**src/hw/rtl/sbt_pkg.sv**
```systemverilog
package sbt_pkg;

    // Coordinate width of the Q16.16 fields.
    localparam int COORD_WIDTH = 32;
    localparam int HALF_WIDTH  = COORD_WIDTH - 1;

    // Projection end points, overlaps and their magnitudes.
    localparam int END_WIDTH = COORD_WIDTH + 3;
    localparam int OV_WIDTH  = COORD_WIDTH + 4;
    localparam int MAG_WIDTH = COORD_WIDTH + 4;

    // The magnitude is split in two halves for the narrow multipliers.
    localparam int SPLIT     = (MAG_WIDTH + 1) / 2;
    localparam int TOP_WIDTH = MAG_WIDTH - SPLIT;
    localparam int QA_WIDTH  = TOP_WIDTH - 2;
    localparam int VW        = SPLIT + 3;

    // Push candidates before saturation.
    localparam int PUSH_WIDTH = COORD_WIDTH + 6;

    // Number of register stages.
    localparam int STAGES = 8;

    // 1/sqrt(5) in Q0.32, and the reciprocal of five for values below 2^32.
    localparam logic [30:0] INV_SQRT5    = 31'd1920767767;
    localparam logic [31:0] RECIP5       = 32'hCCCCCCCD;
    localparam int          RECIP5_SHIFT = 34;

    typedef struct packed {
        logic                          mode;
        logic signed [COORD_WIDTH-1:0] player_x;
        logic signed [COORD_WIDTH-1:0] player_y;
        logic        [HALF_WIDTH-1:0]  player_half_w;
        logic        [HALF_WIDTH-1:0]  player_half_h;
        logic signed [COORD_WIDTH-1:0] obstacle_x;
        logic signed [COORD_WIDTH-1:0] obstacle_y;
        logic        [HALF_WIDTH-1:0]  obstacle_half_w;
        logic        [HALF_WIDTH-1:0]  obstacle_half_h;
    } t_in;

    typedef struct packed {
        logic                          collided;
        logic signed [COORD_WIDTH-1:0] push_x;
        logic signed [COORD_WIDTH-1:0] push_y;
    } t_out;

    // Result of one axis test.
    typedef struct packed {
        logic                       ok;
        logic signed [OV_WIDTH-1:0] ov;
    } t_axis;

    typedef struct packed {
        logic  mode;
        t_axis x;
        t_axis y;
        t_axis n0;
        t_axis n1;
    } t_axes;

    // Scaled magnitude and signed push of one diagonal axis.
    typedef struct packed {
        logic        [MAG_WIDTH-1:0]  t;
        logic signed [PUSH_WIDTH-1:0] px;
        logic signed [PUSH_WIDTH-1:0] py;
    } t_diag;

endpackage

```
**src/hw/rtl/sbt_axes.sv**
```systemverilog
module sbt_axes (
    input  logic                        i_clk,
    input  logic [sbt_pkg::STAGES-1:0]  i_en,
    input  sbt_pkg::t_in                i_item,
    output sbt_pkg::t_axes              o_axes
);
    import sbt_pkg::*;

    typedef logic signed [END_WIDTH-1:0] t_end;

    function automatic t_axis f_overlap(input t_end lo0, input t_end hi0,
                                        input t_end lo1, input t_end hi1);
        t_axis                      res;
        logic signed [OV_WIDTH-1:0] s0;
        logic signed [OV_WIDTH-1:0] s1;
        s0 = OV_WIDTH'(lo0) + OV_WIDTH'(hi0);
        s1 = OV_WIDTH'(lo1) + OV_WIDTH'(hi1);
        res.ok = (lo1 < hi0) && (lo0 < hi1);
        if (s0 < s1) begin
            res.ov = OV_WIDTH'(lo1) - OV_WIDTH'(hi0);
        end else begin
            res.ov = OV_WIDTH'(hi1) - OV_WIDTH'(lo0);
        end
        return res;
    endfunction

    function automatic t_end f_min3(input t_end a, input t_end b, input t_end c);
        t_end m;
        m = (a < b) ? a : b;
        return (m < c) ? m : c;
    endfunction

    function automatic t_end f_max3(input t_end a, input t_end b, input t_end c);
        t_end m;
        m = (a > b) ? a : b;
        return (m > c) ? m : c;
    endfunction

    t_end px, py, hw, hh, ox, oy, ow, oh, pe;
    t_end pc [2];

    logic r_s1_mode;
    t_end r_s1_lo0 [4];
    t_end r_s1_hi0 [4];
    t_end r_s1_lo1 [2];
    t_end r_s1_hi1 [2];
    t_end r_s1_d1  [2];
    t_end r_s1_d2  [2];
    t_end r_s1_d3  [2];
    t_axes r_s2;

    // Widen the fields to the end point width.
    always_comb begin
        px = END_WIDTH'(i_item.player_x);
        py = END_WIDTH'(i_item.player_y);
        hw = $signed(END_WIDTH'(i_item.player_half_w));
        hh = $signed(END_WIDTH'(i_item.player_half_h));
        ox = END_WIDTH'(i_item.obstacle_x);
        oy = END_WIDTH'(i_item.obstacle_y);
        ow = $signed(END_WIDTH'(i_item.obstacle_half_w));
        oh = $signed(END_WIDTH'(i_item.obstacle_half_h));
        pe = (hw <<< 1) + hh;
        pc[0] = (px <<< 1) - py;
        pc[1] = (px <<< 1) + py;
    end

    // Stage one: projection end points on all four axes.
    always_ff @(posedge i_clk) begin
        if (i_en[0]) begin
            r_s1_mode   <= i_item.mode;
            r_s1_lo0[0] <= px - hw;
            r_s1_hi0[0] <= px + hw;
            r_s1_lo1[0] <= ox - ow;
            r_s1_hi1[0] <= ox + ow;
            r_s1_lo0[1] <= py - hh;
            r_s1_hi0[1] <= py + hh;
            r_s1_lo1[1] <= oy - oh;
            r_s1_hi1[1] <= oy + oh;
            r_s1_lo0[2] <= pc[0] - pe;
            r_s1_hi0[2] <= pc[0] + pe;
            r_s1_lo0[3] <= pc[1] - pe;
            r_s1_hi0[3] <= pc[1] + pe;
            r_s1_d1[0]  <= ((ox - ow) <<< 1) - (oy - oh);
            r_s1_d2[0]  <= ((ox + ow) <<< 1) - (oy - oh);
            r_s1_d3[0]  <= (ox <<< 1) - (oy + oh);
            r_s1_d1[1]  <= ((ox - ow) <<< 1) + (oy - oh);
            r_s1_d2[1]  <= ((ox + ow) <<< 1) + (oy - oh);
            r_s1_d3[1]  <= (ox <<< 1) + (oy + oh);
        end
    end

    // Stage two: interval tests and signed overlaps.
    always_ff @(posedge i_clk) begin
        if (i_en[1]) begin
            r_s2.mode <= r_s1_mode;
            r_s2.x    <= f_overlap(r_s1_lo0[0], r_s1_hi0[0], r_s1_lo1[0], r_s1_hi1[0]);
            r_s2.y    <= f_overlap(r_s1_lo0[1], r_s1_hi0[1], r_s1_lo1[1], r_s1_hi1[1]);
            r_s2.n0   <= f_overlap(r_s1_lo0[2], r_s1_hi0[2],
                             f_min3(r_s1_d1[0], r_s1_d2[0], r_s1_d3[0]),
                             f_max3(r_s1_d1[0], r_s1_d2[0], r_s1_d3[0]));
            r_s2.n1   <= f_overlap(r_s1_lo0[3], r_s1_hi0[3],
                             f_min3(r_s1_d1[1], r_s1_d2[1], r_s1_d3[1]),
                             f_max3(r_s1_d1[1], r_s1_d2[1], r_s1_d3[1]));
        end
    end

    assign o_axes = r_s2;

endmodule

```
**config.mk**
```make
export PLATFORM = sky130hd
export DESIGN_NAME = sbt_axes
export DESIGN_NICKNAME = d
export VERILOG_FILES = /design/src/hw/rtl/sbt_pkg.sv /design/src/hw/rtl/sbt_axes.sv
export SDC_FILE = /design/constraint.sdc
export NUM_CORES = 2
export LEC_CHECK = 0
export BUFFER_PORTS_ARGS = -buffer_cell sky130_fd_sc_hd__buf_2
export CORE_MARGIN = 2
export CORE_UTILIZATION = 55
export CTS_BUF_LIST = sky130_fd_sc_hd__clkbuf_16
export CTS_CLUSTER_DIAMETER = 50
export DETAILED_ROUTE_END_ITERATION = 10
export PLACE_DENSITY = 0.71
export RECOVER_POWER = 50
export SLEW_MARGIN = 20
export SYNTH_ARGS = -nofsm -noshare
export SYNTH_HDL_FRONTEND = slang
export SYNTH_SLANG_ARGS = --single-unit
```
**constraint.sdc**
```tcl
create_clock -name i_clk -period 12.65 [get_ports i_clk]
set_input_delay 2.53 -clock i_clk [delete_from_list [all_inputs] [get_ports i_clk]]
set_output_delay 2.53 -clock i_clk [all_outputs]
set_load 0.005 [all_outputs]
```
==> impl_summary.log <==
INFO  metric status = finished, violations left
INFO  metric violations_in_the_final_reports = capacitance limit, slew limit
INFO  metric synth_top_cell_area_share = 0.2383
INFO  metric port-buffer-count = 404
INFO  metric timing_hold_violations_final = 0
INFO  metric post-route-drc-count = 0
INFO  metric worstSetupPathType = register to register
INFO  metric post-dp-hpwl = 318,800 µm
INFO  metric fill_cells = between 15k and 20k
INFO  metric drtAntennaViolNets = 0
INFO  metric drt_iter0_markers = around 9.9k
INFO  metric cts_resized = 0
INFO  metric floorplan.die.height = 418.0 µm
INFO  metric cts_made_buffers = 118
INFO  metric final-seq-area = ~22,000 µm²
INFO  metric tightest_pin_transition = 7.888 ns
INFO  metric setup_viol = 0
INFO  metric cts.root.buffer_cell = clkbuf_16
INFO  metric yosys_most_used_dff = edfxtp_1
INFO  metric die_width = 418.0 µm
INFO  metric hold_path.startpoint = r_s1_mode$_DFFE_PP_
INFO  metric cts_max_path_buffers = 3
INFO  metric clkTransAtPathRegs = 0.06 ns
INFO  metric drive_gt1_frac = 0.08292
INFO  metric layout_min_cycle_time = about 12 ns
INFO  metric synth_cells = around 11k
INFO  metric holdWs = around 0.46 ns
INFO  metric grt_first_pass_wirelength = 528,000 µm
INFO  metric pin_count_of_the_biggest_net_entering_global_routing = approximately 170
INFO  metric postCtsHoldBufs = 0
INFO  metric start_kind = register
INFO  metric layout.cells.most_common_list = ha_1 (1,551), a21oi_1 (1,117), inv_1 (1,091)
INFO  metric core_region_area = 169,800 µm²
INFO  metric clk_latency = slightly above 0.8 ns
INFO  metric crit-reg2reg-capture = o_axes[38]$_DFFE_PP_
INFO  metric post-route-period-util = 0.9459
INFO  metric route.vias.total = 86.62k
INFO  metric finClkSkew = 0.03415 ns
INFO  metric multi_input_comb_area = 66,750 µm²
INFO  metric starting_density_of_the_core = 0.5550
INFO  metric syn-mean-instance-area = 8.592 µm²
INFO  metric slew_violations = approximately 760
INFO  metric count_of_nets_after_finishing = ~13k
INFO  metric ys_seq_area_frac = 0.2383
INFO  metric wire_per_inst = 27.44 µm
INFO  metric muxShareOfSynthArea = 0.03260
INFO  metric synth-async-reset-ratio = 0
INFO  metric post_synth_main_area_contributors = edfxtp_1 (24%), ha_1 (21%), xnor2_1 (7.1%)
INFO  metric number_of_levels_the_h_tree_was_split_into = 3
INFO  metric ys.warnings.count = 0
INFO  metric post_synth_instance_area = 94,260 µm²
INFO  metric antenna_found_initial = 46
INFO  metric track_usage = 0.4127
INFO  metric gp_congestion = 1.093
INFO  metric worstPathMaxFanout = 67
INFO  metric min_to = o_axes[148]$_DFFE_PP_
INFO  metric std_cell_rows = approximately 150
INFO  metric drt_first_pass_iters = 8
INFO  metric mappedNetlistNets = 12.82k
INFO  metric max_cap_viol_count = 9
INFO  metric grt_pass1_vias = 79.83k
INFO  metric yosysTopAreaCell = edfxtp_1
INFO  metric critical-path-top-cell-by-count = a21oi_1
INFO  metric route.detailed.vias_per_inst = 6.362
INFO  metric worst_hold_path_type = register to register
INFO  metric synth_top_family_by_area = compound AO/OA/AOI/OAI gates
INFO  metric setup_tns = 0 ns
INFO  metric number_of_sinks_driven_by_the_clock_tree = 748
INFO  metric fp.dieArea = approximately 170,000 µm²
INFO  metric areaGrowthSynthToFinish = 8.873%
INFO  metric worst_path_max_delay_cell = a211oi_4
INFO  metric ys_seq_elements = around 750
INFO  metric worstReg2RegStart = r_s1_d1[0][6]$_DFFE_PP_
INFO  metric timing.critical_path.arrival = 12.50 ns
INFO  metric synth_cell_types = 99
INFO  metric layout.cells.most_common = ha_1
INFO  metric aggregate_routed_wire_length = around 370,000 µm
INFO  metric fraction_of_the_mapped_netlist_area_in_simple_logic_gates = 0.1303
INFO  metric worst-r2r-setup-slack = 0.68 ns
INFO  metric tritoncts_clock_tree = done
INFO  metric fmaxAchievable = 83.57 MHz
INFO  metric post_synth_edffs = 748
INFO  metric hold_path_depth = 0
INFO  metric cpPeakStageDelay = 0.91 ns
INFO  metric postCtsSetupRepairBufs = 0
INFO  metric synth-xor-area-share = 0.1002
INFO  metric rsz_0062_raised_after_global_routing = no
INFO  metric synth_adder_area_share = 0.2137
INFO  metric cp-end-kind = register
INFO  metric worst-r2r-cell-count = 42
INFO  metric grt_remaining_overflow = 0
INFO  metric cp_data_required_time = approximately 13 ns
INFO  metric io_pins = 411
INFO  metric maxSlewHeadroom = -4.259
INFO  metric synth-compound-area-share = 0.2296
==> per-layer routing <==
metal  part of all wire  track usage  vias to the layer above  wire, µm
li1                   -            -                    40350         -
met1               0.41       0.5424                    41280    153300
met2               0.40       0.5884                     4148    149700
met3              0.096      0.08598                      820     36040
met4              0.092       0.3224                       26     34340
met5            0.00049            0                        -       183
==> final cells by class <==
| class | instances | share of cell area |
|---|---|---|
| Clock inverter | 102 | 0.01052 |
| Clock buffer | 119 | 0.02902 |
| Inverter | 1096 | 0.04009 |
| Antenna cell | 13 | 0.0003170 |
| Sequential cell | 748 | 0.2189 |
| Multi-Input combinational cell | 8841 | 0.6504 |
| Timing Repair Buffer | 478 | 0.02370 |
| Tap cell | 2218 | 0.02704 |
==> state kept, by name, indices dropped and copies added (netlist names) <==
name / count
r_s1_hi1: 64
r_s1_lo0: 132
r_s1_d3: 66
r_s1_hi0: 134
r_s1_lo1: 65
r_s1_mode: 1
r_s1_d1: 69
o_axes: 149
r_s1_d2: 68
==> synthesized netlist by cell type, types with 34 or more instances <==
master    count
ha_1       1551
a21oi_1    1119
inv_1      1085
nor2_1      907
xnor2_1     765
edfxtp_1    748
a21o_1      501
o21ai_0     496
nand2_1     482
xor2_1      313
clkbuf_1    251
mux2_2      248
o21bai_1    226
nor3_1      189
nand2b_1    173
nor2b_1     169
nand3_1     154
o21a_1      131
nand4_1     114
a31oi_1     104
a211oi_1     85
o31ai_1      83
or3_1        77
and3_1       68
o21ai_1      61
o211ai_1     56
nor4_1       46
fa_1         37
and2_1       35
a211o_1      34
==> how the worst max path moves through the flow <==
stage,start,to
4_1_cts,r_s1_d2[0][39]$_DFFE_PP_,o_axes[1]$_DFFE_PP_
3_3_place_gp,r_s1_d1[0][39]$_DFFE_PP_,o_axes[1]$_DFFE_PP_
6_report,r_s1_d1[0][6]$_DFFE_PP_,o_axes[38]$_DFFE_PP_
3_5_place_dp,r_s1_d1[0][39]$_DFFE_PP_,o_axes[1]$_DFFE_PP_
2_1_floorplan,r_s1_d1[0][55]$_DFFE_PP_,o_axes[29]$_DFFE_PP_
5_1_grt,r_s1_d1[0][36]$_DFFE_PP_,o_axes[34]$_DFFE_PP_
==> critical path, delay by kind of cell (launching register included) <==
| family | cells | cell delay, ns |
|---|---|---|
| AOI/OAI and AO/OA | 25 | 7.24 |
| muxes | 2 | 0.76 |
| xor gates and xnor gates | 2 | 0.30 |
| DFF | 1 | 0.43 |
| adders and majority gates | 4 | 1.17 |
| and+or+nand+nor | 5 | 0.58 |
| buffers and inverters | 4 | 1.14 |
==> kinds of logic after synthesis <==
family,Yosys count
AOI/OAI and AO/OA,3348
and+or+nand+nor,2551
adders and majority gates,1588
buffers and inverters,1381
xor gates and xnor gates,1078
DFF,748
muxes,276
==> stage by stage <==
stage | setup WS [ns] | util | area (µm²) | instances
after global routing | 0.1104 | 0.6041 | 102600 | 13610
final | 0.6838 | 0.6042 | 102600 | 13620
after CTS | 0.4784 | 0.6052 | 102800 | 13600
after floorplan | 2.997 | - | 94260 | 10970
after detailed placement | 0.5224 | 0.5813 | 98740 | 13380
after global placement | 0.7196 | 0.5813 | 98730 | 13380
Power is left out: the tool's default activity adds up to more than one toggle a clock period on the data nets, which glitch-free logic cannot reach.
