<file path="config.mk">
export PLATFORM = sky130hd
export DESIGN_NAME = sbt_diag
export DESIGN_NICKNAME = d
export VERILOG_FILES = /design/src/hw/rtl/sbt_pkg.sv /design/src/hw/rtl/sbt_diag.sv
export SDC_FILE = /design/constraint.sdc
export NUM_CORES = 2
export LEC_CHECK = 0
export BUFFER_PORTS_ARGS = -buffer_cell sky130_fd_sc_hd__buf_2
export CAP_MARGIN = 20
export CORE_MARGIN = 5
export CORE_UTILIZATION = 47
export DETAILED_ROUTE_END_ITERATION = 8
export SYNTH_ARGS = -nofsm -noshare
export SYNTH_HDL_FRONTEND = slang
export SYNTH_SLANG_ARGS = --single-unit
</file>
<file path="constraint.sdc">
create_clock -name i_clk -period 8.6 [get_ports i_clk]
set_clock_uncertainty 0.2 [all_clocks]
set_input_delay 0.43 -clock i_clk [delete_from_list [all_inputs] [get_ports i_clk]]
set_output_delay 0.43 -clock i_clk [all_outputs]
set_load 0.005 [all_outputs]
</file>
<file path="src/hw/rtl/sbt_pkg.sv">
package sbt_pkg;

    // Coordinate width of the Q16.16 fields.
    localparam int COORD_WIDTH = 32;
    localparam int HALF_WIDTH  = COORD_WIDTH - 1;

    // Projection end points, overlaps and their magnitudes.
    localparam int END_WIDTH = COORD_WIDTH + 3;
    localparam int OV_WIDTH  = COORD_WIDTH + 4;
    localparam int MAG_WIDTH = COORD_WIDTH + 4;

    // The magnitude is split in two halves for the narrow multipliers.
    localparam int SPLIT     = (MAG_WIDTH + 1) / 2;
    localparam int TOP_WIDTH = MAG_WIDTH - SPLIT;
    localparam int QA_WIDTH  = TOP_WIDTH - 2;
    localparam int VW        = SPLIT + 3;

    // Push candidates before saturation.
    localparam int PUSH_WIDTH = COORD_WIDTH + 6;

    // Number of register stages.
    localparam int STAGES = 8;

    // 1/sqrt(5) in Q0.32, and the reciprocal of five for values below 2^32.
    localparam logic [30:0] INV_SQRT5    = 31'd1920767767;
    localparam logic [31:0] RECIP5       = 32'hCCCCCCCD;
    localparam int          RECIP5_SHIFT = 34;

    typedef struct packed {
        logic                          mode;
        logic signed [COORD_WIDTH-1:0] player_x;
        logic signed [COORD_WIDTH-1:0] player_y;
        logic        [HALF_WIDTH-1:0]  player_half_w;
        logic        [HALF_WIDTH-1:0]  player_half_h;
        logic signed [COORD_WIDTH-1:0] obstacle_x;
        logic signed [COORD_WIDTH-1:0] obstacle_y;
        logic        [HALF_WIDTH-1:0]  obstacle_half_w;
        logic        [HALF_WIDTH-1:0]  obstacle_half_h;
    } t_in;

    typedef struct packed {
        logic                          collided;
        logic signed [COORD_WIDTH-1:0] push_x;
        logic signed [COORD_WIDTH-1:0] push_y;
    } t_out;

    // Result of one axis test.
    typedef struct packed {
        logic                       ok;
        logic signed [OV_WIDTH-1:0] ov;
    } t_axis;

    typedef struct packed {
        logic  mode;
        t_axis x;
        t_axis y;
        t_axis n0;
        t_axis n1;
    } t_axes;

    // Scaled magnitude and signed push of one diagonal axis.
    typedef struct packed {
        logic        [MAG_WIDTH-1:0]  t;
        logic signed [PUSH_WIDTH-1:0] px;
        logic signed [PUSH_WIDTH-1:0] py;
    } t_diag;

endpackage

</file>
<file path="src/hw/rtl/sbt_diag.sv">
module sbt_diag (
    input  logic                              i_clk,
    input  logic [sbt_pkg::STAGES-1:0]        i_en,
    input  logic signed [sbt_pkg::OV_WIDTH-1:0] i_ov,
    output sbt_pkg::t_diag                    o_diag
);
    import sbt_pkg::*;

    localparam int SUM_WIDTH = MAG_WIDTH + 32;

    logic [MAG_WIDTH-1:0]      r_s3_m;
    logic                      r_s3_neg;

    logic [MAG_WIDTH-1:0]      r_s4_m;
    logic [SPLIT+30:0]         r_s4_pl;
    logic [TOP_WIDTH+30:0]     r_s4_ph;
    logic [QA_WIDTH-1:0]       r_s4_qa;
    logic                      r_s4_neg;

    logic [MAG_WIDTH-1:0]      r_s5_t;
    logic [VW-1:0]             r_s5_v;
    logic [QA_WIDTH-1:0]       r_s5_qa;
    logic                      r_s5_neg;

    logic [MAG_WIDTH-1:0]      r_s6_t;
    logic [VW-1:0]             r_s6_v;
    logic [QA_WIDTH-1:0]       r_s6_qa;
    logic [SPLIT-1:0]          r_s6_qv;
    logic                      r_s6_neg;

    t_diag                     r_s7;

    logic [TOP_WIDTH+31:0]     qa_prod;
    logic [SUM_WIDTH-1:0]      sum;
    logic [TOP_WIDTH-1:0]      ra_full;
    logic [VW+31:0]            qv_prod;
    logic [VW-1:0]             rem_full;
    logic [2:0]                rem;
    logic [MAG_WIDTH-1:0]      q1;
    logic [MAG_WIDTH-1:0]      q1r;
    logic [MAG_WIDTH:0]        q2r;
    logic [1:0]                q2_inc;

    // Stage three: magnitude and sign of the overlap.
    always_ff @(posedge i_clk) begin
        if (i_en[2]) begin
            r_s3_m   <= MAG_WIDTH'(i_ov[OV_WIDTH-1] ? -i_ov : i_ov);
            r_s3_neg <= i_ov[OV_WIDTH-1];
        end
    end

    // Stage four: partial products for 1/sqrt(5), top quotient by five.
    assign qa_prod = r_s3_m[MAG_WIDTH-1:SPLIT] * RECIP5;

    always_ff @(posedge i_clk) begin
        if (i_en[3]) begin
            r_s4_m   <= r_s3_m;
            r_s4_pl  <= r_s3_m[SPLIT-1:0] * INV_SQRT5;
            r_s4_ph  <= r_s3_m[MAG_WIDTH-1:SPLIT] * INV_SQRT5;
            r_s4_qa  <= qa_prod[TOP_WIDTH+31:RECIP5_SHIFT];
            r_s4_neg <= r_s3_neg;
        end
    end

    // Stage five: rounded sum of the partial products, remainder of the top half.
    assign sum = (SUM_WIDTH'(r_s4_ph) << SPLIT) + SUM_WIDTH'(r_s4_pl)
               + (SUM_WIDTH'(1) << 31);
    assign ra_full = r_s4_m[MAG_WIDTH-1:SPLIT]
                   - (TOP_WIDTH'(r_s4_qa) * TOP_WIDTH'(5));

    always_ff @(posedge i_clk) begin
        if (i_en[4]) begin
            r_s5_t   <= sum[SUM_WIDTH-1:32];
            r_s5_v   <= {ra_full[2:0], r_s4_m[SPLIT-1:0]};
            r_s5_qa  <= r_s4_qa;
            r_s5_neg <= r_s4_neg;
        end
    end

    // Stage six: low quotient by five.
    assign qv_prod = r_s5_v * RECIP5;

    always_ff @(posedge i_clk) begin
        if (i_en[5]) begin
            r_s6_t   <= r_s5_t;
            r_s6_v   <= r_s5_v;
            r_s6_qa  <= r_s5_qa;
            r_s6_qv  <= qv_prod[SPLIT+RECIP5_SHIFT-1:RECIP5_SHIFT];
            r_s6_neg <= r_s5_neg;
        end
    end

    // Stage seven: round m/5 and 2m/5 from the quotient and remainder.
    always_comb begin
        rem_full = r_s6_v - (VW'(r_s6_qv) * VW'(5));
        rem      = rem_full[2:0];
        q1       = MAG_WIDTH'({r_s6_qa, r_s6_qv});
        case (rem)
            3'd2, 3'd3: q2_inc = 2'd1;
            3'd4:       q2_inc = 2'd2;
            default:    q2_inc = 2'd0;
        endcase
        q1r = q1 + MAG_WIDTH'(rem >= 3'd3);
        q2r = {q1, 1'b0} + (MAG_WIDTH + 1)'(q2_inc);
    end

    always_ff @(posedge i_clk) begin
        if (i_en[6]) begin
            r_s7.t <= r_s6_t;
            if (r_s6_neg) begin
                r_s7.px <= -$signed(PUSH_WIDTH'(q2r));
                r_s7.py <= -$signed(PUSH_WIDTH'(q1r));
            end else begin
                r_s7.px <= $signed(PUSH_WIDTH'(q2r));
                r_s7.py <= $signed(PUSH_WIDTH'(q1r));
            end
        end
    end

    assign o_diag = r_s7;

endmodule

</file>
==> impl_metrics.xml <==
<?xml version="1.0" encoding="UTF-8"?>
<metrics>
  <group name="worst_setup_path">
    <metric name="crit_chain" unit="">fa_1 -&gt; inv_1 -&gt; fa_1 -&gt; inv_1 -&gt; fa_1 -&gt; inv_1 -&gt; fa_1 -&gt; fa_1 -&gt; inv_1 -&gt; fa_1 -&gt; ha_1 -&gt; a21oi_1 -&gt; o21ai_0 -&gt; a2111oi_0 -&gt; a311oi_1 -&gt; a21o_1 -&gt; o31ai_1 -&gt; o21ai_0 -&gt; and4_1 -&gt; o31a_1</metric>
    <metric name="required" unit="ns">8.76</metric>
    <metric name="crit_buf_inv" unit="">4</metric>
    <metric name="setup.worst_path.end_class" unit="">flip-flop</metric>
    <metric name="most_common_cell_type_on_the_critical_path" unit="">sky130_fd_sc_hd__fa_1</metric>
    <metric name="critPathTopFamily" unit="">adder cells</metric>
    <metric name="data_arrival_at_the_endpoint_of_the_critical_path" unit="ns">8.04</metric>
    <metric name="startpoint_type" unit="">flip-flop</metric>
    <metric name="timing_worst_setup_path_type" unit="">reg2reg</metric>
    <metric name="crit_fanout" unit="">8</metric>
    <metric name="critical-path-max-stage-delay" unit="ns">0.63</metric>
    <metric name="slowest_cell_on_the_critical_path" unit="">sky130_fd_sc_hd__fa_1</metric>
  </group>
  <group name="sta">
    <metric name="final_max_slew_viol_count" unit="">0</metric>
    <metric name="timing.setup.tns" unit="ns">0</metric>
    <metric name="rsz0062_at_grt" unit="">no</metric>
    <metric name="timing.fmax" unit="MHz">127</metric>
    <metric name="slew_at_the_pin_closest_to_its_max_slew_limit" unit="ns">1.05</metric>
    <metric name="setup_viol" unit="">0</metric>
    <metric name="hold_violations" unit="">0</metric>
    <metric name="timing.final.crit_share" unit="%">91.5</metric>
    <metric name="max-slew-margin-rel" unit="%">29.3</metric>
    <metric name="period_needed" unit="ns">7.87</metric>
  </group>
  <group name="worst_hold_path">
    <metric name="holdCritPathClass" unit="">in2reg</metric>
  </group>
  <group name="synthesis">
    <metric name="synth-edff-count" unit="">414</metric>
    <metric name="synth_seq_cells" unit="">414</metric>
    <metric name="synthSimpleGateAreaFrac" unit="%">6.74</metric>
    <metric name="synth_area" unit="sq mm">0.0480</metric>
    <metric name="synth_async_sr_flop_share" unit="%">0</metric>
    <metric name="synthesis.nets" unit="">5836</metric>
    <metric name="seq_area_frac_synth" unit="%">25.9</metric>
    <metric name="synth-warning-count" unit="">0</metric>
    <metric name="multiplexer_area_fraction_after_synthesis" unit="%">0.151</metric>
    <metric name="yosys.area_share.xor_xnor" unit="%">5.92</metric>
    <metric name="largest_family_of_logic_cells_by_synthesized_area" unit="">adder cells</metric>
    <metric name="post_synthesis_compound_gate_area_fraction" unit="%">7.27</metric>
    <metric name="netlist_instances" unit="">4437</metric>
    <metric name="syn-mean-instance-area" unit="sq um">10.8</metric>
    <metric name="ys_types" unit="">78</metric>
    <metric name="synth_fa_ha_area_share" unit="%">45.0</metric>
    <metric name="ys_dominant_reg_cell" unit="">sky130_fd_sc_hd__edfxtp_1</metric>
  </group>
  <group name="cells_and_area">
    <metric name="layout.cells.most_common" unit="">sky130_fd_sc_hd__inv_1</metric>
    <metric name="finalNonFillerCells" unit="">6052</metric>
    <metric name="drive_gt1_share" unit="%">6.19</metric>
    <metric name="most_used_cells_in_the_layout_excluding_fill_and_tap_cells" unit="">1,100 x sky130_fd_sc_hd__inv_1, 733 x sky130_fd_sc_hd__ha_1, 621 x sky130_fd_sc_hd__fa_1</metric>
    <metric name="utilization" unit="%">51.8</metric>
    <metric name="area.growth.synth_to_final" unit="%">9.47</metric>
    <metric name="post-route-cell-area" unit="sq mm">0.0526</metric>
    <metric name="num_antenna_cells" unit="">0</metric>
    <metric name="num-nets-final" unit="">6041</metric>
    <metric name="filler_cell_count" unit="">9238</metric>
  </group>
  <group name="clock_network">
    <metric name="clock_tree.buffer_depth" unit="">3</metric>
    <metric name="worst_skew_pair.late_latency" unit="ns">0.65</metric>
    <metric name="root_buffer" unit="">sky130_fd_sc_hd__clkbuf_16</metric>
    <metric name="clock_tree.htree_level_count" unit="">2</metric>
    <metric name="tritoncts_num_sinks" unit="">414</metric>
    <metric name="path_clk_slew" unit="ns">0.06</metric>
    <metric name="postCtsSetupRepairBufs" unit="">0</metric>
    <metric name="cts-buffers-inserted" unit="">50</metric>
    <metric name="cts_tree" unit="">yes</metric>
  </group>
  <group name="placement">
    <metric name="io_buffer_count" unit="">153</metric>
    <metric name="place_inst" unit="">5926</metric>
    <metric name="hpwl" unit="mm">98.7</metric>
    <metric name="total_placed_instance_area" unit="sq mm">0.0505</metric>
    <metric name="globalplace.congestion" unit="">0.953</metric>
  </group>
  <group name="die">
    <metric name="die_h" unit="um">330</metric>
    <metric name="row_count" unit="">117</metric>
    <metric name="effective_utilization_at_floorplan" unit="%">47.3</metric>
    <metric name="die-area" unit="sq mm">0.109</metric>
    <metric name="floorplan.die.width" unit="um">330</metric>
    <metric name="core_area" unit="sq mm">0.102</metric>
    <metric name="number_of_primary_i_o_pins" unit="">157</metric>
  </group>
  <group name="route">
    <metric name="antenna_violating_nets_post_route" unit="">0</metric>
    <metric name="wire_per_inst" unit="um">18.9</metric>
    <metric name="drt_pre_antenna_iters" unit="">5</metric>
    <metric name="drt-initial-drc-count" unit="">1742</metric>
    <metric name="vias" unit="">31000</metric>
    <metric name="wl" unit="mm">115</metric>
    <metric name="drcViolationCount" unit="">0</metric>
    <metric name="avgViaCountPerCell" unit="">5.12</metric>
  </group>
  <group name="grt">
    <metric name="grt_pass1_vias" unit="">32200</metric>
    <metric name="gr-usage-all-layers" unit="%">21.6</metric>
    <metric name="grt_pass1_wl" unit="mm">182</metric>
    <metric name="grt_start_max_net_pins" unit="">82</metric>
    <metric name="antenna_found_initial" unit="">5</metric>
    <metric name="gr-total-overflow" unit="">0</metric>
  </group>
  <group name="status">
    <metric name="status" unit="">completed</metric>
  </group>
  <group name="job">
    <metric name="cap_violations" unit="">0</metric>
  </group>
</metrics>
## final timing paths
check	from	to	slack, ns	cells past startpoint
hold reg to reg	r_s4_m[1]$_DFFE_PP_	r_s5_v[1]$_DFFE_PP_	0.19	0
hold / removal	i_en[3]	r_s4_ph[48]$_DFFE_PP_	0.07	1
setup / recovery	r_s3_m[15]$_DFFE_PP_	r_s4_pl[45]$_DFFE_PP_	0.73	20
setup reg to reg	r_s3_m[15]$_DFFE_PP_	r_s4_pl[45]$_DFFE_PP_	0.73	20
## cell type report
class	instances	area, sq um	area share [%]
Tap cell	1368	1710	3.25
Multi-Input combinational cell	2865	31300	59.4
Timing Repair Buffer	211	1290	2.45
Clock buffer	55	1270	2.41
Inverter	1100	4130	7.85
Sequential cell	414	12400	23.6
Clock inverter	39	510	0.971
## metal layers
layer  global-route usage [%]  wire (um)
met5                        0          0
met4                     4.10       2150
met3                     3.62       6910
met2                     34.8      52200
met1                     31.3      53300
## through the flow
stage,hold WS (ns),worst slack (ns)
floorplan,0.200,1.66
global placement,0.201,0.795
detailed placement,0.205,0.774
CTS,0.00800,0.720
global route,0.0394,0.225
finish,0.0670,0.727
## cell families after synthesis
kind of cell               count (synthesis)
xor gates and xnor gates                 325
AOI/OAI and AO/OA                        550
and+or+nand+nor                          629
muxes                                      7
buffers and inverters                   1158
adders and majority gates               1354
DFF                                      414
## Yosys cell counts, drive strengths merged, types with 49 or more instances
master / n / share of area (%)
edfxtp: 414 / 26
clkbuf: 49 / 0.38
inv: 1100 / 8.6
ha: 733 / 19
fa: 621 / 26
a21o: 94 / 1.5
nand4: 60 / 0.81
xnor2: 197 / 3.6
a21oi: 157 / 1.6
nand3: 70 / 0.74
nor2: 121 / 0.95
nand2: 158 / 1.2
o21ai: 130 / 1.4
xor2: 128 / 2.3
## registers in the layout, indices dropped and copies added, names as in the netlist, 16 cells and up
name	cells
o_diag	112
r_s4_ph	48
r_s3_m	36
r_s5_t	36
r_s6_t	36
r_s4_pl	31
r_s4_m	21
r_s5_v	21
r_s6_qv	18
r_s4_qa	16
r_s5_qa	16
r_s6_qa	16
## repair_timing
| item | in CTS | in global routing |
|---|---|---|
| hold buffers | 32 | 0 |
| endpoints found under the setup margin | 0 | 0 |
| gates resized for setup | 0 | 0 |
| hold endpoints to repair | 47 | 0 |
Power is not shown: default switching activity piles up to over one toggle a cycle in this logic, so the estimate is an artifact.
