==> config.mk <==
export PLATFORM = sky130hd
export DESIGN_NAME = sbt_select
export DESIGN_NICKNAME = d
export VERILOG_FILES = /design/src/hw/rtl/sbt_pkg.sv /design/src/hw/rtl/sbt_select.sv
export SDC_FILE = /design/constraint.sdc
export NUM_CORES = 1
export LEC_CHECK = 0
export ABC_CLOCK_PERIOD_IN_PS = 6700
export BUFFER_PORTS_ARGS = -buffer_cell sky130_fd_sc_hd__clkbuf_2
export CAP_MARGIN = 15
export CORE_ASPECT_RATIO = 2
export CORE_UTILIZATION = 57
export CTS_CLUSTER_DIAMETER = 150
export CTS_CLUSTER_SIZE = 25
export DETAILED_ROUTE_END_ITERATION = 12
export PLACE_DENSITY = 0.8
export SETUP_SLACK_MARGIN = 0.5
export SYNTH_ARGS = -nofsm -noshare
export SYNTH_HDL_FRONTEND = slang
export SYNTH_SLANG_ARGS = --single-unit
==> constraint.sdc <==
create_clock -name i_clk -period 6.7 [get_ports i_clk]
set_clock_uncertainty 0.05 [all_clocks]
set_input_delay 0.67 -clock i_clk [delete_from_list [all_inputs] [get_ports i_clk]]
set_output_delay 0.67 -clock i_clk [all_outputs]
set_load 0.05 [all_outputs]
==> src/hw/rtl/sbt_pkg.sv <==
package sbt_pkg;

    // Coordinate width of the Q16.16 fields.
    localparam int COORD_WIDTH = 32;
    localparam int HALF_WIDTH  = COORD_WIDTH - 1;

    // Projection end points, overlaps and their magnitudes.
    localparam int END_WIDTH = COORD_WIDTH + 3;
    localparam int OV_WIDTH  = COORD_WIDTH + 4;
    localparam int MAG_WIDTH = COORD_WIDTH + 4;

    // The magnitude is split in two halves for the narrow multipliers.
    localparam int SPLIT     = (MAG_WIDTH + 1) / 2;
    localparam int TOP_WIDTH = MAG_WIDTH - SPLIT;
    localparam int QA_WIDTH  = TOP_WIDTH - 2;
    localparam int VW        = SPLIT + 3;

    // Push candidates before saturation.
    localparam int PUSH_WIDTH = COORD_WIDTH + 6;

    // Number of register stages.
    localparam int STAGES = 8;

    // 1/sqrt(5) in Q0.32, and the reciprocal of five for values below 2^32.
    localparam logic [30:0] INV_SQRT5    = 31'd1920767767;
    localparam logic [31:0] RECIP5       = 32'hCCCCCCCD;
    localparam int          RECIP5_SHIFT = 34;

    typedef struct packed {
        logic                          mode;
        logic signed [COORD_WIDTH-1:0] player_x;
        logic signed [COORD_WIDTH-1:0] player_y;
        logic        [HALF_WIDTH-1:0]  player_half_w;
        logic        [HALF_WIDTH-1:0]  player_half_h;
        logic signed [COORD_WIDTH-1:0] obstacle_x;
        logic signed [COORD_WIDTH-1:0] obstacle_y;
        logic        [HALF_WIDTH-1:0]  obstacle_half_w;
        logic        [HALF_WIDTH-1:0]  obstacle_half_h;
    } t_in;

    typedef struct packed {
        logic                          collided;
        logic signed [COORD_WIDTH-1:0] push_x;
        logic signed [COORD_WIDTH-1:0] push_y;
    } t_out;

    // Result of one axis test.
    typedef struct packed {
        logic                       ok;
        logic signed [OV_WIDTH-1:0] ov;
    } t_axis;

    typedef struct packed {
        logic  mode;
        t_axis x;
        t_axis y;
        t_axis n0;
        t_axis n1;
    } t_axes;

    // Scaled magnitude and signed push of one diagonal axis.
    typedef struct packed {
        logic        [MAG_WIDTH-1:0]  t;
        logic signed [PUSH_WIDTH-1:0] px;
        logic signed [PUSH_WIDTH-1:0] py;
    } t_diag;

endpackage

==> src/hw/rtl/sbt_select.sv <==
module sbt_select (
    input  logic                        i_clk,
    input  logic [sbt_pkg::STAGES-1:0]  i_en,
    input  sbt_pkg::t_axes              i_axes,
    input  sbt_pkg::t_diag              i_n0,
    input  sbt_pkg::t_diag              i_n1,
    output sbt_pkg::t_out               o_result
);
    import sbt_pkg::*;

    typedef struct packed {
        logic                       okxy;
        logic                       ok0;
        logic                       ok1;
        logic                       mode;
        logic [MAG_WIDTH-1:0]       best;
        logic signed [OV_WIDTH-1:0] bx;
        logic signed [OV_WIDTH-1:0] by;
    } t_xy;

    function automatic logic signed [COORD_WIDTH-1:0] f_sat(
        input logic signed [PUSH_WIDTH-1:0] v);
        logic [PUSH_WIDTH-COORD_WIDTH:0] upper;
        upper = v[PUSH_WIDTH-1:COORD_WIDTH-1];
        if (upper == '0 || upper == '1) begin
            return v[COORD_WIDTH-1:0];
        end else if (v[PUSH_WIDTH-1]) begin
            return {1'b1, {(COORD_WIDTH-1){1'b0}}};
        end else begin
            return {1'b0, {(COORD_WIDTH-1){1'b1}}};
        end
    endfunction

    logic [MAG_WIDTH-1:0]       r_s3_mx;
    logic [MAG_WIDTH-1:0]       r_s3_my;
    t_axes                      r_s3;
    t_xy                        r_s4;
    t_xy                        r_s5;
    t_xy                        r_s6;
    t_xy                        r_s7;
    t_out                       r_s8;

    logic [MAG_WIDTH-1:0]       best;
    logic signed [PUSH_WIDTH-1:0] bx;
    logic signed [PUSH_WIDTH-1:0] by;
    logic                       hit;

    // Stage three: magnitudes of the x and y overlaps.
    always_ff @(posedge i_clk) begin
        if (i_en[2]) begin
            r_s3    <= i_axes;
            r_s3_mx <= MAG_WIDTH'(i_axes.x.ov[OV_WIDTH-1] ? -i_axes.x.ov : i_axes.x.ov);
            r_s3_my <= MAG_WIDTH'(i_axes.y.ov[OV_WIDTH-1] ? -i_axes.y.ov : i_axes.y.ov);
        end
    end

    // Stage four: the y axis wins only with a strictly smaller overlap.
    always_ff @(posedge i_clk) begin
        if (i_en[3]) begin
            r_s4.okxy <= r_s3.x.ok && r_s3.y.ok;
            r_s4.ok0  <= r_s3.n0.ok;
            r_s4.ok1  <= r_s3.n1.ok;
            r_s4.mode <= r_s3.mode;
            if (r_s3_my < r_s3_mx) begin
                r_s4.best <= r_s3_my;
                r_s4.bx   <= '0;
                r_s4.by   <= r_s3.y.ov;
            end else begin
                r_s4.best <= r_s3_mx;
                r_s4.bx   <= r_s3.x.ov;
                r_s4.by   <= '0;
            end
        end
    end

    // Stages five to seven wait for the diagonal axes.
    always_ff @(posedge i_clk) begin
        if (i_en[4]) begin
            r_s5 <= r_s4;
        end
        if (i_en[5]) begin
            r_s6 <= r_s5;
        end
        if (i_en[6]) begin
            r_s7 <= r_s6;
        end
    end

    // Stage eight: diagonal axes in order, then the collision flag and saturation.
    always_comb begin
        best = r_s7.best;
        bx   = PUSH_WIDTH'(r_s7.bx);
        by   = PUSH_WIDTH'(r_s7.by);
        if (r_s7.mode) begin
            if (i_n0.t < best) begin
                best = i_n0.t;
                bx   = i_n0.px;
                by   = -i_n0.py;
            end
            if (i_n1.t < best) begin
                best = i_n1.t;
                bx   = i_n1.px;
                by   = i_n1.py;
            end
        end
        hit = r_s7.okxy && (!r_s7.mode || (r_s7.ok0 && r_s7.ok1));
        if (!hit) begin
            bx = '0;
            by = '0;
        end
    end

    always_ff @(posedge i_clk) begin
        if (i_en[7]) begin
            r_s8.collided <= hit;
            r_s8.push_x   <= f_sat(bx);
            r_s8.push_y   <= f_sat(by);
        end
    end

    assign o_result = r_s8;

endmodule

==> results.py, run 1 <==
metrics = {
    "global_routing": {
        "globalRouteOverflowTotal": 0,
        "grt_pass1_wl_mm": 97.8,
        "grtUsageTotal": 0.260,
        "grt_antenna_before_repair": 11,
        "grt_pass1_vias": 17000,
        "grt_max_degree": 79,
    },
    "timing": {
        "max_freq_mhz": 169,
        "timing.final.hold_violations": 0,
        "hold_ws_ns": 0.194,
        "rsz0062_at_grt": "false",
        "maxSlewViolCount": 0,
        "max-slew-margin-rel": 0.361,
        "min_period_ns": 5.90,
        "setup_violations": 0,
        "period_share": 0.881,
        "worst_slew_pin_slew_ns": 0.959,
    },
    "setup_path": {
        "cp_max_fo": 34,
        "arrival_ns": 6.21,
        "critical_path_class": "reg2reg",
        "cp-end-kind": "flip-flop",
        "worstPathRequired_ns": 7.01,
        "reg2reg_from": "r_s7[101]",
        "cp-start-kind": "flip-flop",
        "reg2reg_depth": 24,
        "reg2reg_setup_slack_ns": 0.80,
        "r2r_end": "o_result[43]",
    },
    "synthesis": {
        "synth_common_cells": "660 x edfxtp_1, 156 x o21ai_0, 149 x nor2_1",
        "synth_top_cell_by_area": "edfxtp_1",
        "synth.most_common_cell": "edfxtp_1",
        "netlist_top_cells_area": "edfxtp_1 71%, ha_1 4.8%, o21ai_0 2.8%, xnor2_1 2.8%, nor2_1 2.0%",
        "synth_edf_count": 660,
        "ys.flop_type": "edfxtp_1",
        "synth_warnings": 0,
        "seq_area_frac_synth": 0.706,
        "syn-num-nets": 2455,
        "synth_seq_cells": 660,
        "synth.avg_cell_area_sq_um": 14.3,
        "ys_types": 77,
        "synthArstFlopShare": 0,
        "synth_top_cell_area_share": 0.706,
        "syn_area_sq_um": 28100,
        "synthesis.instances": 1965,
    },
    "clock_network": {
        "cts_num_sinks": 660,
        "cts_max_path_buffers": 3,
        "worstSkewPairLatency_ns": 0.60,
        "path_clk_slew_ns": 0.10,
        "cts-root-buf": "clkbuf_16",
        "cts_tree": "done",
        "numCtsBuffers": 30,
        "cts_max_level": 1,
    },
    "detailed_routing": {
        "drt_iter0_drc": 1432,
        "firstDrtPassIters": 6,
        "ant_nets": 0,
        "wl_per_cell_microns": 22.4,
        "dr_total_vias": 17200,
        "drt_drc_violations_left": 0,
        "routed_wirelength_mm": 66.5,
        "via_per_inst": 5.80,
    },
    "finish": {
        "register_area_sq_um": 19800,
        "synthToLayoutAreaGrowth_pct": 13.1,
        "multi_input_area_sq_um": 7590,
        "nNetsFinal": 2818,
        "drive_gt1_frac": 0.225,
        "instances_no_fill": 2973,
        "n_fill_cell": 3529,
        "post-route-cell-area_sq_um": 31700,
    },
    "floorplanning": {
        "initial_core_util": 0.579,
        "coreArea_sq_um": 48500,
        "die_width_microns": 159,
        "pin_count": 447,
        "die_h_microns": 316,
        "row_count": 114,
        "dieArea_sq_um": 50200,
    },
    "power_and_ir_drop": {
        "peakVddDrop_v": 0.000210,
        "power_density_nw_per_um2": 265,
        "p_leak_nw": 12.2,
    },
    "outcome": {
        "status": "complete, no violations",
    },
    "flow_run": {
        "max_cap_violations": 0,
    },
    "worst_hold_path": {
        "hold_end": "r_s3[110]",
        "hold_depth": 1,
        "hold_path_class": "in2reg",
        "hp-start": "i_axes[110]",
    },
    "place": {
        "dpl_cell_area_sq_um": 30700,
        "portBuffers": 372,
        "dp.cells": 2925,
        "place.gp.congestion": 0.996,
        "dp_hpwl_mm": 50.0,
    },
}
-- cells in the final DEF, fill, tap and decap left out, types with 10 or more instances in the layout --
cell type  synthesis  final
xnor2_1           89     89
or4_1             20     20
nand2_1           65     64
and2_1            40     40
inv_1            130    130
o21ai_0          156    156
nor3_1            71     69
o31ai_1           22     22
a21oi_1           78     77
nand2b_1          10     10
clkbuf_2           3    367
ha_1             108    108
nor4_1            16     15
nand4_1           23     23
mux2_2            36     36
nor2_1           149    147
a21o_1            20     20
edfxtp_1         660    660
o41ai_1           13     13
clkbuf_16          0     31
o21ai_1           41     40
nand3_1           17     15
buf_4              2     31
-- state kept, by name, summed over array words and instances (netlist names) --
register,flops
o_result,65
r_s3_mx,36
r_s3,75
r_s7,112
r_s3_my,36
r_s5,112
r_s4,112
r_s6,112
-- cell type report --
cell class / count / area share
Multi-Input combinational cell: 1096 / 0.239
Sequential cell: 660 / 0.624
Clock buffer: 30 / 0.0237
Clock inverter: 2 / 0.00102
Timing Repair Buffer: 409 / 0.0706
Inverter: 131 / 0.0155
Antenna cell: 7 / 0.000552
Tap cell: 638 / 0.0252
-- per-stage QoR --
stage                     utilization  setup WS (ns)  setup TNS, ns  power, mW
after floorplan                     -          0.755              0       5.93
after global placement          0.634         0.0931              0       6.47
after detailed placement        0.634        -0.0213        -0.0214       6.52
after CTS                       0.650          0.510              0       8.43
after global routing            0.654          0.517              0       8.74
final                           0.654          0.800              0       8.42
-- routing by layer --
metal,share of wire,wire (microns),up-vias,track usage
met2,0.50,33600,787,0.458
met1,0.37,24600,8204,0.300
met3,0.058,3840,152,0.0316
met5,0.00081,54,-,0
li1,-,-,8089,-
met4,0.067,4450,8,0.168
-- logic make-up after synthesis --
group	after synthesis	synth area share
AOI/OAI and AO/OA	401	0.0872
xor gates and xnor gates	97	0.0303
adders and majority gates	108	0.0482
buffers and inverters	209	0.0295
DFF	660	0.706
muxes	39	0.0156
and+or+nand+nor	451	0.0829
-- how the worst max path moves through the flow --
stage,start,to,slack (ns)
after detailed placement,i_n0[106],o_result[62],-0.02
after floorplan,i_n0[94],o_result[53],0.75
final,r_s7[101],o_result[43],0.80
after global placement,i_n0[99],o_result[35],0.09
after global routing,r_s7[83],o_result[44],0.52
after CTS,r_s7[101],o_result[62],0.51
-- power by group --
| group | switching [mW] | internal, mW | leakage, nW |
|---|---|---|---|
| clock | 1.14 | 0.809 | 0.384 |
| combinational | 0.897 | 0.466 | 5.23 |
| sequential | 0.141 | 4.97 | 6.56 |
-- repair_timing --
action	CTS	global route
buffers inserted	0	6
hold buffers	0	0
pin swaps	1	9
gates resized for setup	2	21
setup endpoints to repair	31	63
gates cloned	0	3
-- worst max-delay path: stages (launching register included) --
cell,delay [ns]
edfxtp_1,0.33
inv_1,0.07
ha_1,0.33
nand4_1,0.25
nor4_4,0.40
nand3_1,0.21
nor2_2,0.23
nor3_4,0.09
buf_12,0.13
buf_6,0.18
nor2_1,0.10
a21oi_1,0.07
ha_1,0.20
a2111oi_2,0.36
o21ai_1,0.15
a221oi_2,0.33
o221ai_1,0.19
a311o_2,0.44
nor3_4,0.38
buf_6,0.21
a22oi_1,0.10
o211a_1,0.17
a31oi_4,0.30
buf_4,0.26
o21ai_0,0.11
Power figures use the tool's default switching activity.
==> inputs of run 2 (changes only) <==
--- a/config.mk
+++ b/config.mk
@@ -5,10 +5,11 @@
 export SDC_FILE = /design/constraint.sdc
 export NUM_CORES = 1
 export LEC_CHECK = 0
-export ABC_CLOCK_PERIOD_IN_PS = 6700
+export ABC_CLOCK_PERIOD_IN_PS = 6400
 export BUFFER_PORTS_ARGS = -buffer_cell sky130_fd_sc_hd__clkbuf_2
 export CAP_MARGIN = 15
 export CORE_ASPECT_RATIO = 2
+export CORE_MARGIN = 4
 export CORE_UTILIZATION = 57
 export CTS_CLUSTER_DIAMETER = 150
 export CTS_CLUSTER_SIZE = 25
==> constraint.sdc (replaced) <==
create_clock -name i_clk -period 6.4 [get_ports i_clk]
set_clock_uncertainty 0.05 [all_clocks]
set_input_delay 0.64 -clock i_clk [delete_from_list [all_inputs] [get_ports i_clk]]
set_output_delay 0.64 -clock i_clk [all_outputs]
set_load 0.05 [all_outputs]
==> results.py, run 2 (synthesized netlist as in run 1, its figures left out) <==
metrics = {
    "timing": {
        "min_period_ns": 5.84,
        "period_share": 0.912,
        "hold_ws_ns": 0.167,
        "rsz0062_at_grt": "true",
        "maxSlewViolCount": 0,
        "max-slew-margin-rel": 0.365,
        "max_freq_mhz": 171,
        "worst_slew_pin_slew_ns": 0.952,
        "tns_ns": 0,
        "timing.final.hold_violations": 0,
        "setup_violations": 0,
    },
    "finish": {
        "nNetsFinal": 2867,
        "layout_common_cells": "660 x edfxtp_1, 367 x clkbuf_2, 148 x nor2_1, 144 x o21ai_0, 123 x inv_1",
        "register_area_sq_um": 19800,
        "layout_commonest_cell": "edfxtp_1",
        "n_fill_cell": 3396,
        "synthToLayoutAreaGrowth_pct": 15.5,
        "drive_gt1_frac": 0.253,
        "multi_input_area_sq_um": 7840,
    },
    "clock_network": {
        "cts_tree": "done",
        "cts_num_sinks": 660,
        "cts_max_level": 1,
        "path_clk_slew_ns": 0.09,
        "numCtsBuffers": 30,
        "cts-root-buf": "clkbuf_16",
        "cts_max_path_buffers": 3,
        "worstSkewPairLatency_ns": 0.60,
        "cts_hold_buf": 0,
    },
    "global_routing": {
        "grt_antenna_before_repair": 9,
        "grtUsageTotal": 0.247,
        "grt_max_degree": 77,
        "globalRouteOverflowTotal": 0,
        "grt_pass1_vias": 17200,
        "grt_pass1_wl_mm": 99.3,
    },
    "floorplanning": {
        "pin_count": 447,
        "coreArea_sq_um": 48500,
        "dieArea_sq_um": 53100,
        "initial_core_util": 0.579,
        "die_width_microns": 165,
        "row_count": 114,
        "die_h_microns": 322,
    },
    "setup_path": {
        "crit_slowest_cell": "edfxtp_1",
        "cp_max_fo": 10,
        "cp-start-kind": "flip-flop",
        "worstPathRequired_ns": 6.70,
        "crit_top_cell": "buf_4",
        "critical_path_class": "reg2reg",
        "arrival_ns": 6.14,
        "crit_path_max_incr_delay_ns": 0.37,
        "cp-end-kind": "flip-flop",
    },
    "detailed_routing": {
        "drt_drc_violations_left": 0,
        "dr_total_vias": 17500,
        "drt_iter0_drc": 1714,
        "routed_wirelength_mm": 68.2,
        "firstDrtPassIters": 8,
        "via_per_inst": 5.81,
        "wl_per_cell_microns": 22.6,
        "ant_nets": 0,
    },
    "place": {
        "dp_hpwl_mm": 51.4,
        "place.gp.congestion": 0.944,
        "portBuffers": 372,
    },
    "power_and_ir_drop": {
        "p_leak_nw": 12.4,
        "p_total_mw": 8.93,
        "power_density_nw_per_um2": 275,
        "peakVddDrop_v": 0.000252,
    },
    "flow_run": {
        "max_cap_violations": 0,
    },
    "outcome": {
        "status": "complete, no violations",
    },
    "worst_hold_path": {
        "hold_path_class": "in2reg",
    },
}
-- run 2: worst max-delay path: cells and delay by family, from the launching register on --
kind                     cells  cell delay [ns]
AND/OR/NAND/NOR             11             1.69
flip-flops                   1             0.37
buffers and inverters       10             1.58
adder cells (fa/ha/maj)      2             0.59
AO/OA/AOI/OAI                6             1.30
-- run 2: worst paths after layout --
check / start / end / slack [ns] / depth (start not counted)
setup / recovery: r_s7[103] / o_result[35] / 0.56 / 29
hold / removal: i_axes[73] / r_s3[73] / 0.17 / 1
hold reg to reg: r_s6[15] / r_s7[15] / 0.36 / 0
setup reg to reg: r_s7[103] / o_result[35] / 0.56 / 29
-- run 2: stage by stage --
stage,std cells,cell area (sq um),setup slack (ns),utilization
floorplan,1965,28100,0.615,-
detailed placement,2954,31000,-0.373,0.639
CTS,2995,31900,0.501,0.658
global route,3016,32400,0.355,0.668
global placement,2954,31000,-0.169,0.639
finish,3019,32400,0.561,0.668
-- run 2: timing repair --
item | CTS | global route
gates resized for setup | 10 | 57
pin swaps | 4 | 28
cloned | 2 | 3
setup buffers | 7 | 17
setup endpoints to repair | 63 | 63
-- run 2: final cells by class --
cell class,instances,share of cell area
clock inverter,1,0.000502
timing repair buffer,456,0.0824
multi-input combinational,1098,0.242
sequential,660,0.611
clock buffer,31,0.0239
inverter,131,0.0152
antenna,4,0.000309
tap,638,0.0246
-- run 2: metal layers --
layer | vias to the layer above | part of all wire | GRT usage | wire, microns
li1 | 8176 | - | - | -
met3 | 164 | 0.066 | 0.0327 | 4500
met4 | 10 | 0.054 | 0.108 | 3670
met5 | - | 0.00092 | 0 | 63
met1 | 8382 | 0.36 | 0.291 | 24500
met2 | 810 | 0.52 | 0.447 | 35500
-- run 2: where the power goes --
group          switching (mW)  internal (mW)  total, mW  leakage, nW
clock network            1.19          0.869       2.06        0.389
logic                   0.948          0.555       1.50         5.48
registers               0.160           5.21       5.37         6.56
total                    2.30           6.63       8.93         12.4
